`src/sv/tfdp_pkg.sv`:
```
// Package: shared widths, coefficient tables, register indexes and queue types.
`default_nettype none
package tfdp_pkg;

  localparam int SAMPLE_W = 16;
  localparam int PAIR_W   = SAMPLE_W + 1;
  localparam int COEF_W   = 16;
  localparam int ACC_W    = 34;
  localparam int TAPS     = 5;
  localparam int SCALE_SH = 15;
  localparam int DEPTH_W  = 5;
  localparam int DEPTH_MIN = 8;
  localparam int QDEPTH   = 4;
  localparam int QPTR_W   = $clog2(QDEPTH);
  localparam int QCNT_W   = $clog2(QDEPTH + 1);
  localparam int CFG_IDX_W  = 1;
  localparam int CFG_DATA_W = DEPTH_W;

  localparam logic [CFG_IDX_W-1:0] CFG_FILTER_TYPE  = 1'd0;
  localparam logic [CFG_IDX_W-1:0] CFG_SAMPLE_DEPTH = 1'd1;

  localparam logic               FILTER_TYPE_RST  = 1'b1;
  localparam logic [DEPTH_W-1:0] SAMPLE_DEPTH_RST = 5'd8;

  typedef logic signed [COEF_W-1:0] coef_t;
  typedef logic signed [ACC_W-1:0]  acc_t;

  // Q15 coefficients indexed [filter_type][tap]; unused taps are zero.
  localparam coef_t LF_COEF [2][TAPS] = '{
    '{16'sd16384, 16'sd16384, 16'sd0, 16'sd0, 16'sd0},
    '{-16'sd852, 16'sd17236, 16'sd17236, -16'sd852, 16'sd0}
  };
  localparam coef_t HF_COEF [2][TAPS] = '{
    '{-16'sd2048, 16'sd4096, -16'sd2048, 16'sd0, 16'sd0},
    '{16'sd1016, -16'sd3801, 16'sd5570, -16'sd3801, 16'sd1016}
  };

  typedef struct packed {
    logic mode;
    acc_t sum;
  } q_entry_t;

  typedef struct packed {
    logic full;
    logic empty;
  } q_stat_t;

endpackage
`default_nettype wire

```
`src/sv/tfdp_if.sv`:
```
// Stream interfaces for the input sample channel and the pixel result channel.
`default_nettype none
interface tfdp_in_if;
  logic        valid;
  logic        ready;
  logic        mode;
  logic [15:0] cur_tap_0;
  logic [15:0] cur_tap_1;
  logic [15:0] cur_tap_2;
  logic [15:0] cur_tap_3;
  logic [15:0] cur_tap_4;
  logic [15:0] adj_tap_0;
  logic [15:0] adj_tap_1;
  logic [15:0] adj_tap_2;
  logic [15:0] adj_tap_3;
  logic [15:0] adj_tap_4;

  modport source(output valid, mode, cur_tap_0, cur_tap_1, cur_tap_2, cur_tap_3, cur_tap_4,
                 adj_tap_0, adj_tap_1, adj_tap_2, adj_tap_3, adj_tap_4, input ready);
  modport sink(input valid, mode, cur_tap_0, cur_tap_1, cur_tap_2, cur_tap_3, cur_tap_4,
               adj_tap_0, adj_tap_1, adj_tap_2, adj_tap_3, adj_tap_4, output ready);
endinterface

interface tfdp_out_if;
  logic        valid;
  logic        ready;
  logic [15:0] pixel_out;

  modport source(output valid, pixel_out, input ready);
  modport sink(input valid, pixel_out, output ready);
endinterface
`default_nettype wire

```
`src/sv/tfdp_front.sv`:
```
// Front end: accepts items, forms per-tap products, then the item's weighted sum.
`default_nettype none
module tfdp_front (
  input  wire logic           clk,
  input  wire logic           rst_n,
  input  wire logic           filter_type,
  tfdp_in_if.sink             in_ch,
  input  wire tfdp_pkg::q_stat_t q_stat,
  output logic                push,
  output tfdp_pkg::q_entry_t  push_entry
);

  logic [tfdp_pkg::SAMPLE_W-1:0] cur [tfdp_pkg::TAPS];
  logic [tfdp_pkg::SAMPLE_W-1:0] adj [tfdp_pkg::TAPS];
  logic signed [tfdp_pkg::PAIR_W:0] op_s [tfdp_pkg::TAPS];
  tfdp_pkg::coef_t coef [tfdp_pkg::TAPS];
  tfdp_pkg::acc_t  prod_nxt [tfdp_pkg::TAPS];
  tfdp_pkg::acc_t  prod_r [tfdp_pkg::TAPS];
  tfdp_pkg::acc_t  sum_nxt;
  logic            s1_v_r, s1_mode_r;
  logic            s2_v_r;
  tfdp_pkg::q_entry_t s2_entry_r;
  logic            s1_ready, s2_ready;

  assign cur[0] = in_ch.cur_tap_0;
  assign cur[1] = in_ch.cur_tap_1;
  assign cur[2] = in_ch.cur_tap_2;
  assign cur[3] = in_ch.cur_tap_3;
  assign cur[4] = in_ch.cur_tap_4;
  assign adj[0] = in_ch.adj_tap_0;
  assign adj[1] = in_ch.adj_tap_1;
  assign adj[2] = in_ch.adj_tap_2;
  assign adj[3] = in_ch.adj_tap_3;
  assign adj[4] = in_ch.adj_tap_4;

  // high items filter cur+adj, low items cur alone
  always_comb begin
    for (int i = 0; i < tfdp_pkg::TAPS; i++) begin
      if (in_ch.mode) begin
        op_s[i] = signed'({1'b0, {1'b0, cur[i]} + {1'b0, adj[i]}});
        coef[i] = tfdp_pkg::HF_COEF[filter_type][i];
      end else begin
        op_s[i] = signed'({2'b00, cur[i]});
        coef[i] = tfdp_pkg::LF_COEF[filter_type][i];
      end
      prod_nxt[i] = op_s[i] * coef[i];
    end
  end

  always_comb begin
    sum_nxt = '0;
    for (int i = 0; i < tfdp_pkg::TAPS; i++) begin
      sum_nxt = sum_nxt + prod_r[i];
    end
  end

  assign s2_ready    = !s2_v_r || !q_stat.full;
  assign s1_ready    = !s1_v_r || s2_ready;
  assign in_ch.ready = s1_ready;
  assign push        = s2_v_r && !q_stat.full;
  assign push_entry  = s2_entry_r;

  always_ff @(posedge clk) begin
    if (!rst_n) begin
      s1_v_r <= 1'b0;
      s2_v_r <= 1'b0;
    end else begin
      if (s1_ready) s1_v_r <= in_ch.valid;
      if (s2_ready) s2_v_r <= s1_v_r;
    end
  end

  always_ff @(posedge clk) begin
    if (s1_ready && in_ch.valid) begin
      s1_mode_r <= in_ch.mode;
      prod_r    <= prod_nxt;
    end
    if (s2_ready && s1_v_r) begin
      s2_entry_r.mode <= s1_mode_r;
      s2_entry_r.sum  <= sum_nxt;
    end
  end

endmodule
`default_nettype wire

```
`src/sv/tfdp_queue.sv`:
```
// Short FIFO between the front end and the accumulate/output back end.
`default_nettype none
module tfdp_queue (
  input  wire logic           clk,
  input  wire logic           rst_n,
  input  wire logic           push,
  input  wire tfdp_pkg::q_entry_t push_entry,
  input  wire logic           pop,
  output tfdp_pkg::q_entry_t  head,
  output tfdp_pkg::q_stat_t   q_stat
);

  tfdp_pkg::q_entry_t mem [tfdp_pkg::QDEPTH];
  logic [tfdp_pkg::QPTR_W-1:0] wr_ptr_r, rd_ptr_r;
  logic [tfdp_pkg::QCNT_W-1:0] cnt_r, cnt_nxt;

  assign head         = mem[rd_ptr_r];
  assign q_stat.full  = (cnt_r == tfdp_pkg::QCNT_W'(tfdp_pkg::QDEPTH));
  assign q_stat.empty = (cnt_r == '0);

  always_comb begin
    cnt_nxt = cnt_r;
    if (push && !pop) cnt_nxt = cnt_r + 1'b1;
    else if (pop && !push) cnt_nxt = cnt_r - 1'b1;
  end

  always_ff @(posedge clk) begin
    if (!rst_n) begin
      wr_ptr_r <= '0;
      rd_ptr_r <= '0;
      cnt_r    <= '0;
    end else begin
      cnt_r <= cnt_nxt;
      if (push) wr_ptr_r <= wr_ptr_r + 1'b1;
      if (pop)  rd_ptr_r <= rd_ptr_r + 1'b1;
    end
  end

  always_ff @(posedge clk) begin
    if (push) mem[wr_ptr_r] <= push_entry;
  end

endmodule
`default_nettype wire

```
`src/sv/tfdp_back.sv`:
```
// Back end: accumulator update, clamp to sample depth, registered pixel output.
`default_nettype none
module tfdp_back (
  input  wire logic                          clk,
  input  wire logic                          rst_n,
  input  wire logic [tfdp_pkg::DEPTH_W-1:0]  sample_depth,
  input  wire tfdp_pkg::q_entry_t            head,
  input  wire tfdp_pkg::q_stat_t             q_stat,
  output logic                               pop,
  tfdp_out_if.source                         out_ch
);

  tfdp_pkg::acc_t acc_r, acc_nxt;
  logic           out_v_r;
  logic [tfdp_pkg::SAMPLE_W-1:0] pix_r, pix_nxt;
  logic [tfdp_pkg::DEPTH_W-1:0]  depth;
  logic [tfdp_pkg::SAMPLE_W-1:0] mask;
  logic [tfdp_pkg::ACC_W-tfdp_pkg::SCALE_SH-1:0] hi;
  logic           out_free;

  assign out_free = !out_v_r || out_ch.ready;
  assign pop      = !q_stat.empty && (!head.mode || out_free);

  always_comb begin
    priority if (sample_depth < tfdp_pkg::DEPTH_W'(tfdp_pkg::DEPTH_MIN))
      depth = tfdp_pkg::DEPTH_W'(tfdp_pkg::DEPTH_MIN);
    else if (sample_depth > tfdp_pkg::DEPTH_W'(tfdp_pkg::SAMPLE_W))
      depth = tfdp_pkg::DEPTH_W'(tfdp_pkg::SAMPLE_W);
    else
      depth = sample_depth;
  end

  assign mask = {tfdp_pkg::SAMPLE_W{1'b1}} >> (tfdp_pkg::DEPTH_W'(tfdp_pkg::SAMPLE_W) - depth);

  always_comb begin
    acc_nxt = head.mode ? acc_r + head.sum : head.sum;
    hi      = acc_nxt[tfdp_pkg::ACC_W-1:tfdp_pkg::SCALE_SH];
    priority if (acc_nxt < 0)
      pix_nxt = '0;
    else if (hi > {{(tfdp_pkg::ACC_W-tfdp_pkg::SCALE_SH-tfdp_pkg::SAMPLE_W){1'b0}}, mask})
      pix_nxt = mask;
    else
      pix_nxt = hi[tfdp_pkg::SAMPLE_W-1:0];
  end

  always_ff @(posedge clk) begin
    if (!rst_n) begin
      acc_r   <= '0;
      out_v_r <= 1'b0;
    end else begin
      if (pop) acc_r <= acc_nxt;
      if (pop && head.mode) out_v_r <= 1'b1;
      else if (out_ch.ready) out_v_r <= 1'b0;
    end
  end

  always_ff @(posedge clk) begin
    if (pop && head.mode) pix_r <= pix_nxt;
  end

  assign out_ch.valid     = out_v_r;
  assign out_ch.pixel_out = pix_r;

endmodule
`default_nettype wire

```
`src/sv/three_field_deinterlace_pixel_top.sv`:
```
// Top level: config registers, front end, queue and back end of the pixel interpolator.
// A high item's products and sum are registered in turn, queued, and its pixel registered.
// Throughput: one item per cycle unless the output stalls, set by the single accumulator add.
// A stalled output fills the 4-entry queue, then the front stages, before input backs up.
// Reset (rst_n low, synchronous): accumulator 0, filter_type 1, sample_depth 8, all stages empty.
`default_nettype none
module three_field_deinterlace_pixel_top (
  input  wire logic                             clk,
  input  wire logic                             rst_n,
  tfdp_in_if.sink                               in_ch,
  tfdp_out_if.source                            out_ch,
  input  wire logic                             cfg_we,
  input  wire logic [tfdp_pkg::CFG_IDX_W-1:0]   cfg_index,
  input  wire logic [tfdp_pkg::CFG_DATA_W-1:0]  cfg_data
);

  logic                           filter_type_r;
  logic [tfdp_pkg::DEPTH_W-1:0]   sample_depth_r;
  logic                           push, pop;
  tfdp_pkg::q_entry_t             push_entry, head;
  tfdp_pkg::q_stat_t              q_stat;

  always_ff @(posedge clk) begin
    if (!rst_n) begin
      filter_type_r  <= tfdp_pkg::FILTER_TYPE_RST;
      sample_depth_r <= tfdp_pkg::SAMPLE_DEPTH_RST;
    end else if (cfg_we) begin
      unique case (cfg_index)
        tfdp_pkg::CFG_FILTER_TYPE:  filter_type_r  <= cfg_data[0];
        tfdp_pkg::CFG_SAMPLE_DEPTH: sample_depth_r <= cfg_data;
        default: ;
      endcase
    end
  end

  tfdp_front u_front (
    .clk        (clk),
    .rst_n      (rst_n),
    .filter_type(filter_type_r),
    .in_ch      (in_ch),
    .q_stat     (q_stat),
    .push       (push),
    .push_entry (push_entry)
  );

  tfdp_queue u_queue (
    .clk       (clk),
    .rst_n     (rst_n),
    .push      (push),
    .push_entry(push_entry),
    .pop       (pop),
    .head      (head),
    .q_stat    (q_stat)
  );

  tfdp_back u_back (
    .clk         (clk),
    .rst_n       (rst_n),
    .sample_depth(sample_depth_r),
    .head        (head),
    .q_stat      (q_stat),
    .pop         (pop),
    .out_ch      (out_ch)
  );

`ifndef SYNTHESIS
  a_no_overflow: assert property (@(posedge clk) disable iff (!rst_n)
    push |-> !q_stat.full) else $error("queue push while full");

  a_no_underflow: assert property (@(posedge clk) disable iff (!rst_n)
    pop |-> !q_stat.empty) else $error("queue pop while empty");

  a_reset_idle: assert property (@(posedge clk)
    !rst_n |=> !out_ch.valid && q_stat.empty) else $error("not idle after reset");

  a_low_silent: assert property (@(posedge clk) disable iff (!rst_n)
    pop && !head.mode && !out_ch.ready && out_ch.valid |=> out_ch.valid && $stable(out_ch.pixel_out))
    else $error("low item disturbed pending pixel");
`endif

endmodule
`default_nettype wire
```
`src/flat_wrapper.sv`:
```
// flat-port wrapper written by rule: the top's interface ports become plain ports
module three_field_deinterlace_pixel_top_flat 
  (clk, rst_n, cfg_we, cfg_index, cfg_data, in_ch_valid, in_ch_mode, in_ch_cur_tap_0, in_ch_cur_tap_1, in_ch_cur_tap_2, in_ch_cur_tap_3, in_ch_cur_tap_4, in_ch_adj_tap_0, in_ch_adj_tap_1, in_ch_adj_tap_2, in_ch_adj_tap_3, in_ch_adj_tap_4, in_ch_ready, out_ch_valid, out_ch_pixel_out, out_ch_ready);
  tfdp_in_if in_ch_i ();
  tfdp_out_if out_ch_i ();
  input  wire logic clk;
  input  wire logic rst_n;
  input  wire logic cfg_we;
  input  wire logic [tfdp_pkg::CFG_IDX_W-1:0] cfg_index;
  input  wire logic [tfdp_pkg::CFG_DATA_W-1:0] cfg_data;
  input wire logic [$bits(in_ch_i.valid)-1:0] in_ch_valid;
  input wire logic [$bits(in_ch_i.mode)-1:0] in_ch_mode;
  input wire logic [$bits(in_ch_i.cur_tap_0)-1:0] in_ch_cur_tap_0;
  input wire logic [$bits(in_ch_i.cur_tap_1)-1:0] in_ch_cur_tap_1;
  input wire logic [$bits(in_ch_i.cur_tap_2)-1:0] in_ch_cur_tap_2;
  input wire logic [$bits(in_ch_i.cur_tap_3)-1:0] in_ch_cur_tap_3;
  input wire logic [$bits(in_ch_i.cur_tap_4)-1:0] in_ch_cur_tap_4;
  input wire logic [$bits(in_ch_i.adj_tap_0)-1:0] in_ch_adj_tap_0;
  input wire logic [$bits(in_ch_i.adj_tap_1)-1:0] in_ch_adj_tap_1;
  input wire logic [$bits(in_ch_i.adj_tap_2)-1:0] in_ch_adj_tap_2;
  input wire logic [$bits(in_ch_i.adj_tap_3)-1:0] in_ch_adj_tap_3;
  input wire logic [$bits(in_ch_i.adj_tap_4)-1:0] in_ch_adj_tap_4;
  output wire logic [$bits(in_ch_i.ready)-1:0] in_ch_ready;
  output wire logic [$bits(out_ch_i.valid)-1:0] out_ch_valid;
  output wire logic [$bits(out_ch_i.pixel_out)-1:0] out_ch_pixel_out;
  input wire logic [$bits(out_ch_i.ready)-1:0] out_ch_ready;
  assign in_ch_i.valid = in_ch_valid;
  assign in_ch_i.mode = in_ch_mode;
  assign in_ch_i.cur_tap_0 = in_ch_cur_tap_0;
  assign in_ch_i.cur_tap_1 = in_ch_cur_tap_1;
  assign in_ch_i.cur_tap_2 = in_ch_cur_tap_2;
  assign in_ch_i.cur_tap_3 = in_ch_cur_tap_3;
  assign in_ch_i.cur_tap_4 = in_ch_cur_tap_4;
  assign in_ch_i.adj_tap_0 = in_ch_adj_tap_0;
  assign in_ch_i.adj_tap_1 = in_ch_adj_tap_1;
  assign in_ch_i.adj_tap_2 = in_ch_adj_tap_2;
  assign in_ch_i.adj_tap_3 = in_ch_adj_tap_3;
  assign in_ch_i.adj_tap_4 = in_ch_adj_tap_4;
  assign in_ch_ready = in_ch_i.ready;
  assign out_ch_valid = out_ch_i.valid;
  assign out_ch_pixel_out = out_ch_i.pixel_out;
  assign out_ch_i.ready = out_ch_ready;
  three_field_deinterlace_pixel_top u_core (.clk(clk), .rst_n(rst_n), .in_ch(in_ch_i), .out_ch(out_ch_i), .cfg_we(cfg_we), .cfg_index(cfg_index), .cfg_data(cfg_data));
endmodule
```
`config.mk`:
```
export PLATFORM = sky130hd
export DESIGN_NAME = three_field_deinterlace_pixel_top_flat
export DESIGN_NICKNAME = d
export VERILOG_FILES = /design/src/sv/tfdp_pkg.sv /design/src/sv/tfdp_if.sv /design/src/sv/tfdp_front.sv /design/src/sv/tfdp_queue.sv /design/src/sv/tfdp_back.sv /design/src/sv/three_field_deinterlace_pixel_top.sv /design/src/flat_wrapper.sv
export SDC_FILE = /design/constraint.sdc
export NUM_CORES = 2
export LEC_CHECK = 0
export CORE_UTILIZATION = 65
export CTS_CLUSTER_DIAMETER = 200
export CTS_CLUSTER_SIZE = 24
export DETAILED_ROUTE_END_ITERATION = 10
export DONT_BUFFER_PORTS = 1
export GPL_ROUTABILITY_DRIVEN = 1
export PLACE_DENSITY = 0.83
export SETUP_SLACK_MARGIN = 0.15
export SYNTH_ARGS = -nofsm -noshare
export SYNTH_HDL_FRONTEND = slang
export SYNTH_HIERARCHICAL = 1
export SYNTH_SLANG_ARGS = --single-unit
```
`constraint.sdc`:
```
create_clock -name clk -period 10.82 [get_ports clk]
set_clock_uncertainty 0.1 [all_clocks]
set_input_delay 2.705 -clock clk [delete_from_list [all_inputs] [get_ports clk]]
set_output_delay 2.705 -clock clk [all_outputs]
set_load 0.02 [all_outputs]
```
==> summary.txt <==
status: completed
Post-CTS Resized: 0
fmax: 0.0971 GHz
Worst setup EP type: flop
Distinct cells, synth: 104
Worst path max stage delay: 570 ps
RePlAce Congestion: 0.986
Final setup viols: 0
async set-reset flop share out of synthesis: 0%
busiest layer in global routing: met2
Hold Vio Cnt, Final: 0
post-synth design cell area: 0.0576 mm²
Startpoint Class: input port
Max Slew Vio Count: 0
post-synthesis sequential area ratio: 20.1%
post-synthesis register bit count: 403
Tmin final: 10300 ps
initial antenna violation count: 0
total congestion overflow: 0
first-pass detailed-route iteration total: 6
met3 usage: 4.47%
Synth warnings: 6
Core Footprint: 0.0873 mm²
DP HPWL: 116000 µm
vias in the first global route: 41.5k
Post-Syn Instances: 5623
CTS Buf Count: 20
first-pass GRT wire length: 219000 µm
CP Max Fanout: 6
wire per inst: 20.2 µm
ys flop type: edfxtp_1
met1 Usage GRT: 40.3%
CTS tree: yes
CP Buf/Inv Count: 7
Net Count, Synth: 7427
cell row count: 108
NumNets Final: 7420
CTS clock-pin slew for the worst setup and hold paths: 90 ps
IO Pins: 190
clock sink count: 403
All-Layer GR Usage: 31.0%
Post-synth EDFFs: 351
worst endpoint data arrival time: 10610 ps
layout cells sized above 1: 3.98%
average size of a mapped cell: 10.2 µm²
fin crit share: 95.2%
FF-to-FF setup slack: 2940 ps
CP delay by family, top: adder cells
CTS Hold Bufs: 0
Vias/cell: 5.89
DIE HEIGHT: 300 µm
area grow syn2layout: 3.80%
via count: 39.9k
final WL: 137000 µm
die area: 0.0897 mm²
ant diodes: 0
critical path data required time: 11120 ps
Chip Width: 300 µm
CTS max path bufs: 3
setup TNS: 0 ps
Remaining DRCs: 0
Skew-Pair Late Insertion Delay: 570 ps
largest net degree at the start of global routing: 95
Root Driver: clkbuf_16
RSZ-0062 raised after global routing: false
Post-CTS Setup Bufs: 0
Max Cap Viol: 0
worst hold-check path type: reg -> reg
Slowest-stage cell, CP: fa_1
met2 Usage GRT: 52.9%
CTS H-tree depth: 1
Hold WS: 336 ps
worst slew pin tran: 1160 ps
WS Path Type: in -> reg
IO Port Bufs: 0
normalized max-slew margin: 20.7%
initial core utilization: 65.9%
initial drt markers: 2846
antenna-violating nets left: 0
==> cells in the final DEF, fill, tap and decap left out, types with 108 or more instances in the layout <==
cell      count
inv_1      1155
ha_1        844
fa_1        786
nor2_1      366
edfxtp_1    351
a21oi_1     233
nand2_1     227
xnor2_1     179
nand2b_1    111
o21ai_0     108
==> cell usage after synthesis (8+ instances only) <==
library cell | count | area [µm²]
nand4_1 | 31 | 194
nand3_1 | 61 | 305
a211oi_1 | 48 | 360
nor3_1 | 72 | 360
or2_2 | 28 | 175
nand2b_1 | 111 | 694
nor2_1 | 366 | 1370
o21a_1 | 52 | 390
or3_1 | 12 | 75.1
and3_1 | 22 | 138
ha_1 | 846 | 10600
a21o_1 | 102 | 766
nand2_1 | 227 | 852
nor3b_1 | 8 | 60.1
mux4_2 | 30 | 676
o21ai_1 | 28 | 140
xnor2_1 | 179 | 1570
buf_1 | 10 | 37.5
and2_1 | 93 | 582
a21boi_0 | 14 | 105
a211o_1 | 10 | 87.6
o21bai_1 | 34 | 255
mux2_2 | 20 | 225
nor4_1 | 9 | 56.3
dfxtp_1 | 52 | 1040
a21boi_1 | 10 | 75.1
mux2i_1 | 46 | 460
a211oi_2 | 8 | 100
nor2b_1 | 78 | 488
clkbuf_1 | 81 | 304
a21oi_1 | 235 | 1180
o31ai_1 | 9 | 67.6
inv_1 | 1156 | 4340
fa_1 | 786 | 15700
edfxtp_1 | 351 | 10500
o211ai_1 | 20 | 150
o21ai_0 | 108 | 541
xor2_1 | 74 | 648
a31oi_1 | 31 | 194
==> layout make-up <==
cell class                 instances  area [µm²]
timing repair buffer              76         608
clock inverter                     2        23.8
inverter                        1161        4360
sequential                       403       11600
tap                             1155        1450
multi-input combinational       3954       41200
clock buffer                      29         534
fill                            6536       27600
==> final timing paths <==
| check | end | start | cells after the start |
|---|---|---|---|
| setup / recovery | u_core/u_front/prod_r[135] | in_ch_cur_tap_1[0] | 34 |
| hold / removal | u_core/u_front/push_entry[34] | u_core/u_front/s1_mode_r | 0 |
| setup reg to reg | u_core/u_front/prod_r[169] | u_core/filter_type_r | 24 |
| hold reg to reg | u_core/u_front/push_entry[34] | u_core/u_front/s1_mode_r | 0 |
==> layer usage <==
layer	up-vias	part of all wire [%]
li1	18500	-
met1	19800	41
met2	1369	49
met3	280	6.1
met4	0	4.2
met5	-	0
==> state kept, by name (all words and copies together) (netlist names), named ones only <==
register and flops:
u_core/u_front/push_entry 35, u_core/u_front/s1_v_r 1, u_core/u_back/acc_r 34, u_core/u_front/s2_v_r 1
u_core/sample_depth_r 5, u_core/u_front/s1_mode_r 1, u_core/u_front/prod_r 159, u_core/filter_type_r 1
u_core/u_queue/mem 140, u_core/u_queue/cnt_r 3, u_core/u_queue/wr_ptr_r 2, u_core/u_back/out_ch.valid 1
u_core/u_back/out_ch.pixel_out 16, u_core/u_queue/rd_ptr_r 2
==> logic make-up (layout without fill, tap and decap cells) <==
| family | after synthesis | count (layout) | synth area share [%] |
|---|---|---|---|
| AND/OR/NAND/NOR | 1157 | 1157 | 9.86 |
| AO/OA/AOI/OAI | 808 | 808 | 9.37 |
| multiplexers | 101 | 101 | 2.59 |
| XOR/XNOR | 255 | 255 | 3.92 |
| flip-flops | 403 | 403 | 20.1 |
| other | 1 | 1 | 0.00652 |
| buffers and inverters | 1266 | 1268 | 8.40 |
| adder cells (fa/ha/maj) | 1632 | 1632 | 45.7 |
==> worst register-to-register path, cell delays in order (launching register included) <==
cell and delay (ps):
dfxtp_2 490, buf_4 500, ha_2 520, inv_1 380
buf_4 270, nand2_1 140, fa_1 500, inv_1 60
fa_1 580, fa_1 450, fa_1 480, fa_1 500
inv_1 50, fa_1 470, inv_1 40, ha_1 330
a21o_1 190, nand3_1 90, o211ai_1 90, o21bai_1 190
a221o_1 380, a221oi_2 380, o2111ai_1 180, a21oi_1 200
xnor2_1 80
==> per-stage QoR <==
step | util [%] | std cells | setup WS [ps] | cell area [µm²]
2_1_floorplan | - | 5623 | 586 | 57600
4_1_cts | 68.4 | 6780 | 597 | 59700
5_1_grt | 68.4 | 6780 | 175 | 59700
3_5_place_dp | 67.8 | 6749 | 30.6 | 59200
3_3_place_gp | 67.8 | 6749 | 224 | 59200
6_report | 68.4 | 6780 | 518 | 59700
Power is left out: the tool's default activity adds up to more than one toggle a clock period on the data nets, which glitch-free logic cannot reach.
